--- src/rtl/sbrpb_pkg.sv ---
// shared types, constants and codes for the block row pointer builder
// no dependencies; imported by every module of the block
package sbrpb_pkg;

	localparam int MAX_COL_BLOCKS = 1024;
	localparam int MAX_BLOCK_ROWS = 65536;

	// field widths
	localparam int COL_W = 17;
	localparam int DIM_W = 7;
	localparam int ROW_W = 16;
	localparam int CNT_W = 11;
	localparam int TOT_W = 27;
	localparam int TAG_W = 17;
	localparam int CFG_IDX_W = 2;
	localparam int CFG_DATA_W = 17;

	// column block index and divider sizing
	localparam int COL_BLK_W = $clog2(MAX_COL_BLOCKS);
	localparam int DIV_CYC = (COL_BLK_W + 1) / 2;
	localparam int QUO_W = 2 * DIV_CYC;
	localparam int STEP_W = $clog2(DIV_CYC + 1);
	localparam int DIV_W = DIM_W + QUO_W;
	localparam int CMP_W = (COL_W > DIV_W) ? COL_W : DIV_W;

	// queue between front and back
	localparam int QDEPTH = 4;
	localparam int QPTR_W = $clog2(QDEPTH);

	localparam logic [TAG_W-1:0] TAG_EMPTY = '1;
	localparam logic [CNT_W-1:0] CNT_MAX = '1;
	localparam logic [TOT_W-1:0] TOT_MAX = '1;

	typedef enum logic [CFG_IDX_W-1:0] {
		CFG_NUM_COLUMNS,
		CFG_COL_BLOCK_DIM,
		CFG_IN_BASE,
		CFG_OUT_BASE
	} cfg_idx_t;

	typedef struct packed {
		logic [COL_W-1:0] num_columns;
		logic [DIM_W-1:0] col_block_dim;
		logic             in_base;
		logic             out_base;
	} cfg_t;

	// classified word handed from front to back
	typedef struct packed {
		logic                 has_blk;
		logic [COL_BLK_W-1:0] blk;
		logic                 end_row;
		logic                 end_mat;
	} qitem_t;

	typedef enum logic [1:0] {
		FR_IDLE,
		FR_DIV,
		FR_PUSH
	} fr_state_t;

	typedef enum logic [1:0] {
		BK_CLEAR,
		BK_IDLE,
		BK_CHECK,
		BK_EMIT
	} bk_state_t;

endpackage

--- src/rtl/sbrpb_queue.sv ---
// short fifo of classified words between front and back
// depends on sbrpb_pkg
module sbrpb_queue import sbrpb_pkg::*; (
	input  logic   clk,
	input  logic   arst_n,
	input  logic   push,
	input  qitem_t push_item,
	output logic   full,
	input  logic   pop,
	output qitem_t head,
	output logic   empty
);

	qitem_t              slot_q [QDEPTH];
	logic [QPTR_W-1:0]   wr_ptr_q;
	logic [QPTR_W-1:0]   rd_ptr_q;
	logic [QPTR_W:0]     cnt_q;
	logic                do_push;
	logic                do_pop;

	assign full    = (cnt_q == (QPTR_W+1)'(QDEPTH));
	assign empty   = (cnt_q == '0);
	assign do_push = push && !full;
	assign do_pop  = pop && !empty;
	assign head    = slot_q[rd_ptr_q];

	always_ff @(posedge clk or negedge arst_n) begin
		if (!arst_n) begin
			wr_ptr_q <= '0;
			rd_ptr_q <= '0;
			cnt_q    <= '0;
		end else begin
			if (do_push) wr_ptr_q <= wr_ptr_q + 1'b1;
			if (do_pop) rd_ptr_q <= rd_ptr_q + 1'b1;
			if (do_push && !do_pop) cnt_q <= cnt_q + 1'b1;
			else if (do_pop && !do_push) cnt_q <= cnt_q - 1'b1;
		end
	end

	always_ff @(posedge clk) begin
		if (do_push) slot_q[wr_ptr_q] <= push_item;
	end

endmodule

--- config.mk ---
export PLATFORM = sky130hd
export DESIGN_NAME = sbrpb_queue
export DESIGN_NICKNAME = d
export VERILOG_FILES = /design/src/rtl/sbrpb_pkg.sv /design/src/rtl/sbrpb_queue.sv
export SDC_FILE = /design/constraint.sdc
export NUM_CORES = 1
export LEC_CHECK = 0
export ABC_AREA = 1
export BUFFER_PORTS_ARGS = -buffer_cell sky130_fd_sc_hd__buf_4
export CAP_MARGIN = 20
export CORE_MARGIN = 2
export CORE_UTILIZATION = 40
export DETAILED_ROUTE_END_ITERATION = 16
export SKIP_CTS_REPAIR_TIMING = 1
export SYNTH_ARGS = -nofsm -noshare
export SYNTH_HDL_FRONTEND = slang
export SYNTH_SLANG_ARGS = --single-unit
export TNS_END_PERCENT = 30
--- constraint.sdc ---
create_clock -name clk -period 4.15 [get_ports clk]
set_clock_uncertainty 0.1 [all_clocks]
set_input_delay 1.0375 -clock clk [delete_from_list [all_inputs] [get_ports clk]]
set_output_delay 1.0375 -clock clk [all_outputs]
set_load 0.01 [all_outputs]
==> results of run 1 <==
registers in the layout, summed over array words and instances (netlist names):
name,cells
rd_ptr_q,2
slot_q,52
wr_ptr_q,2
cnt_q,3
path summary, 6_finish.rpt:
check,to,cells after the start,start
max,head[6],5,rd_ptr_q[0]
min,cnt_q[2],2,cnt_q[2]
max reg2reg,slot_q[2][0],5,cnt_q[0]
min reg2reg,cnt_q[2],2,cnt_q[2]
max in group asynchronous,rd_ptr_q[0],1,arst_n
min in group asynchronous,cnt_q[1],1,arst_n
cell type report:
cell class	instances	area share
Inverter	44	0.0547
Timing Repair Buffer	35	0.0883
Tap cell	77	0.0319
Clock inverter	6	0.0187
Sequential cell	59	0.576
Clock buffer	10	0.0423
Multi-Input combinational cell	102	0.188
routing by layer:
layer	up-vias	GRT usage	part of all wire
met1	710	0.156	0.43
met5	-	0	0
met2	31	0.214	0.50
met4	0	0.0880	0.033
met3	11	0.0307	0.032
li1	786	-	-
where the power goes:
group / total (mW) / internal (mW) / switching, mW
Combinational: 0.749 / 0.309 / 0.440
Clock: 0.485 / 0.272 / 0.213
Sequential: 0.865 / 0.792 / 0.0734
placed cells by master, fill, tap and decap left out:
master	instances
nand4_1	1
inv_1	42
ha_1	5
dfrtp_1	7
buf_4	34
bufinv_16	1
clkinv_2	3
o211ai_2	2
nand3_1	7
xnor2_1	1
inv_2	2
clkinv_1	1
nand2_1	56
fa_1	1
nor2_1	4
clkbuf_8	9
clkbuf_1	1
o21ai_0	1
o211ai_1	24
edfxtp_1	52
buf_6	1
clkinvlp_4	1
worst reg2reg max path, stage by stage, from the launching register on:
cell	delay [ps]
dfrtp_1	410
inv_1	70
nand3_1	120
nand2_1	160
nor2_1	700
buf_4	300
kinds of logic (layout without fill, tap and decap cells):
kind of cell | count (synthesis) | count (layout) | synth area share
adders and majority gates | 6 | 6 | 0.0324
buffers and inverters | 51 | 95 | 0.0944
DFF | 59 | 59 | 0.682
AOI/OAI and AO/OA | 27 | 27 | 0.0826
xor gates and xnor gates | 1 | 1 | 0.00344
and+or+nand+nor | 68 | 68 | 0.105
metrics by stage:
| stage | setup WS [ps] | power (mW) | hold slack (ps) | utilization | instances |
|---|---|---|---|---|---|
| floorplan | 1890 | 1.39 | 363 | - | 212 |
| global placement | 1480 | 1.62 | 378 | 0.451 | 315 |
| detailed placement | 1430 | 1.64 | 388 | 0.451 | 315 |
| CTS | 1160 | 2.12 | 396 | 0.480 | 331 |
| global route | 971 | 2.25 | 402 | 0.483 | 333 |
| finish | 1190 | 2.10 | 401 | 0.483 | 333 |
cell usage after synthesis:
| cell type | instances | area, µm² |
|---|---|---|
| buf_4 | 1 | 7.51 |
| buf_6 | 6 | 67.6 |
| dfrtp_1 | 7 | 175 |
| edfxtp_1 | 52 | 1560 |
| fa_1 | 1 | 20.0 |
| ha_1 | 5 | 62.6 |
| inv_1 | 42 | 158 |
| inv_2 | 2 | 7.51 |
| nand2_1 | 56 | 210 |
| nand3_1 | 7 | 35.0 |
| nand4_1 | 1 | 6.26 |
| nor2_1 | 4 | 15.0 |
| o211ai_1 | 24 | 180 |
| o211ai_2 | 2 | 25.0 |
| o21ai_0 | 1 | 5.00 |
| xnor2_1 | 1 | 8.76 |
==> impl_metrics.py, run 1 <==
metrics = {
    "outcome": {
        "outcome": "completed",
    },
    "floorplanning": {
        "num_rows": 29,
        "core-area_mm2": 0.00624,
        "die-area_mm2": 0.00702,
        "die_x_um": 83.8,
        "die_y_um": 83.8,
        "initial_core_util": 0.408,
        "io_pins": 32,
    },
    "setup_path": {
        "crit_chain": "inv_2 > nand2_1 > o211ai_1 > nand2_1 > buf_4",
        "cp_slowest_stage_delay_ps": 600,
        "critPathSlowestCell": "inv_2",
        "critPathArrivalTime_ps": 1820,
        "cp_data_required_time_ps": 3010,
        "critical_path_class": "flip-flop to output port",
        "crit_buf_inv": 2,
        "cp_common_cell": "nand2_1",
        "worstPathMaxFanout": 53,
        "crit_family": "buffers and inverters",
        "worst_setup_path_end_kind": "output port",
        "cp-start-kind": "flip-flop",
        "reg2reg_setup_slack_ps": 1990,
    },
    "sta": {
        "hold_viol": 0,
        "grt_setup_unrepaired": "no",
        "worst_pin_slew_ps": 865,
        "finalCriticalPeriod_ps": 2960,
        "setup_tns_ps": 0,
        "slew_viol_final": 0,
        "slew_headroom": 0.421,
        "fin_crit_sh": 0.713,
        "clock.fmax_mhz": 338,
        "setup-violations-final": 0,
    },
    "power": {
        "p_leak_nw": 1.32,
        "ir_drop_mv": 0.298,
        "power_density_mw_per_mm2": 696,
    },
    "clock_tree": {
        "root_buffer": "clkbuf_8",
        "htreeDepth": 3,
        "clockBufferDepth": 2,
        "cts_made_buffers": 9,
        "clock_latency_ps": 330,
        "cts_sinks": 59,
        "clk_pin_slew_worst_paths_ps": 60,
        "tritoncts": "yes",
    },
    "routing": {
        "vias_per_cell": 4.62,
        "first_iter_violations": 59,
        "drc": 0,
        "routed_wl_um": 4180,
        "vias": 1538,
        "drtPass1Iterations": 6,
        "ant_nets": 0,
        "wl_per_cell_um": 12.6,
    },
    "placed_design": {
        "gp_congestion": 0.741,
        "placed_cell_area_mm2": 0.00281,
        "port_buffers": 31,
        "dp_hpwl_um": 2700,
    },
    "logic_synthesis": {
        "ys.warnings.count": 0,
        "ys_types": 16,
        "syn_inst": 212,
        "synth_seq_cells": 59,
        "synth_area_mm2": 0.00254,
        "syn_nets": 235,
        "synth.avg_cell_area_um2": 12.0,
        "ys_seq_area_frac": 0.682,
    },
    "job": {
        "cap_violations": 0,
    },
    "layout": {
        "ff_latch_area_mm2": 0.00174,
        "drive_gt1_frac": 0.207,
        "multi_input_area_um2": 568,
        "nFillCells": 572,
        "finish.net_count": 274,
        "area_growth_pct": 18.5,
        "diodes": 0,
        "final_design_area_no_fill_mm2": 0.00302,
    },
    "worst_hold_path": {
        "hold_class": "flip-flop to flip-flop",
    },
    "global_routing": {
        "antenna_found_initial": 0,
        "grt_pass1_wl_um": 6870,
        "grt_pass1_vias": 1422,
        "grt_max_degree": 54,
        "overflow": 0,
        "grt_use_total": 0.132,
    },
}
Note: power is estimated with default switching activity, not from simulation.
==> run 2, diff against run 1 <==
==> constraint.sdc (replaced) <==
create_clock -name clk -period 3 [get_ports clk]
set_clock_uncertainty 0.1 [all_clocks]
set_input_delay 0.75 -clock clk [delete_from_list [all_inputs] [get_ports clk]]
set_output_delay 0.75 -clock clk [all_outputs]
set_load 0.01 [all_outputs]
==> run 2 against run 1 <==
Against the previous run: die area is the same; via count up 1.3%; largest cell class unchanged; highest routed layer unchanged; critical path type unchanged; combinational power grew 48%.
==> impl_metrics.py, run 2 (synthesized netlist as in run 1, its figures left out) <==
metrics = {
    "placed_design": {
        "place_ws_ps": 758,
        "dp_hpwl_um": 2670,
        "dp.cells": 319,
        "port_buffers": 31,
        "gp_congestion": 0.774,
    },
    "clock_tree": {
        "root_buffer": "clkbuf_8",
        "clk_pin_slew_worst_paths_ps": 60,
        "clockBufferDepth": 2,
        "cts_sinks": 59,
        "clock_latency_ps": 320,
        "tritoncts": "yes",
        "htreeDepth": 3,
        "cts_made_buffers": 9,
    },
    "layout": {
        "layout_commonest_cell": "nand2_1",
        "stdcell_count": 333,
        "largest_register_ffs": 52,
        "diodes": 0,
        "finish.net_count": 276,
        "utilization": 0.485,
        "top_register": "slot_q",
        "largest_registers": "slot_q (52), cnt_q (3)",
        "final_cell_mix": "nand2_1 (56), edfxtp_1 (52), inv_1 (42)",
        "drive_gt1_frac": 0.203,
        "area_growth_pct": 18.9,
    },
    "routing": {
        "vias": 1558,
        "first_iter_violations": 60,
        "routed_wl_um": 4210,
        "drc": 0,
        "drtPass1Iterations": 4,
        "ant_nets": 0,
        "wl_per_cell_um": 12.6,
        "vias_per_cell": 4.68,
    },
    "global_routing": {
        "antenna_found_initial": 0,
        "grt_max_degree": 37,
        "grt_use_total": 0.133,
        "grt_pass1_vias": 1456,
        "overflow": 0,
        "grt_pass1_wl_um": 7000,
    },
    "sta": {
        "setup_tns_ps": 0,
        "slew_headroom": 0.721,
        "worst_pin_slew_ps": 416,
        "setup-violations-final": 0,
        "setup_ws_ps": 540,
        "finalCriticalPeriod_ps": 2460,
        "grt_setup_unrepaired": "no",
        "fin_crit_sh": 0.820,
        "slew_viol_final": 0,
        "hold_viol": 0,
        "clock.fmax_mhz": 406,
    },
    "worst_hold_path": {
        "hold_class": "input pin to async pin",
    },
    "setup_path": {
        "crit_chain": "inv_2 > buf_12 > nand2_1 > o211ai_1 > nand2_1 > buf_4",
        "cp-start-kind": "flip-flop",
        "worstPathMaxFanout": 36,
        "cp_slowest_stage_delay_ps": 400,
        "critPathSlowestCell": "dfrtp_1",
        "reg2reg_setup_slack_ps": 950,
        "crit_family": "buffers and inverters",
        "crit_buf_inv": 3,
        "crit_start": "rd_ptr_q[0]",
        "r2r_cells": 9,
        "cp_common_cell": "nand2_1",
        "critical_path_class": "flip-flop to output port",
        "cp_data_required_time_ps": 2150,
        "worst_setup_path_end_kind": "output port",
        "rr_startpoint": "cnt_q[0]",
        "r2r_end": "cnt_q[1]",
        "critPathArrivalTime_ps": 1610,
    },
    "power": {
        "ir_drop_mv": 0.391,
        "power_density_mw_per_mm2": 964,
        "internal_power_mw": 1.92,
        "p_leak_nw": 1.33,
        "power_frac_seq": 0.399,
        "power_switching_mw": 0.998,
        "p_sw_frac": 0.342,
        "pwr-share-clk": 0.218,
        "combPwrFrac": 0.382,
    },
    "floorplanning": {
        "die_x_um": 83.8,
        "initial_core_util": 0.408,
        "die-area_mm2": 0.00702,
        "num_rows": 29,
        "die_y_um": 83.8,
        "core-area_mm2": 0.00624,
        "io_pins": 32,
    },
    "job": {
        "cap_violations": 0,
    },
    "outcome": {
        "outcome": "completed",
    },
}
==> run 2: power by group through the flow <==
stage	logic [mW]	registers (mW)	clock network, mW
floorplan	0.755	1.17	0
global placement	1.13	1.18	0
detailed placement	1.14	1.18	0
CTS	1.15	1.16	0.662
global route	1.26	1.19	0.688
finish	1.11	1.17	0.637
==> run 2: how the worst max path moves through the flow <==
stage                     to  slack (ps)  cells past startpoint
floorplan           cnt_q[2]        1030                      9
finish               head[8]         540                      6
global route         head[0]         390                      6
CTS                  head[8]         510                      6
detailed placement  cnt_q[1]         760                      8
global placement    cnt_q[1]         820                      8
==> run 2: final cells by class <==
type,count,area [µm²]
fillers,596,3210
flip-flops and latches,59,1740
multi-input cells,102,568
repair buffers,37,290
inverters,44,165
clock buffers,9,124
well taps,77,96.3
clock inverters,5,46.3
==> run 2: per-stage QoR <==
step | hold slack, ps | total power [mW] | area (µm²)
2_1_floorplan | 354 | 1.93 | 2540
3_3_place_gp | 381 | 2.31 | 2860
3_5_place_dp | 381 | 2.32 | 2860
4_1_cts | 116 | 2.97 | 3030
5_1_grt | 124 | 3.13 | 3030
6_report | 131 | 2.92 | 3030
==> run 2: per-layer routing <==
layer,GRT usage,vias to the layer above,share of wire
met5,0,-,0
met4,0.0836,0,0.025
met3,0.0267,10,0.032
met2,0.215,29,0.48
met1,0.163,726,0.46
li1,-,793,-
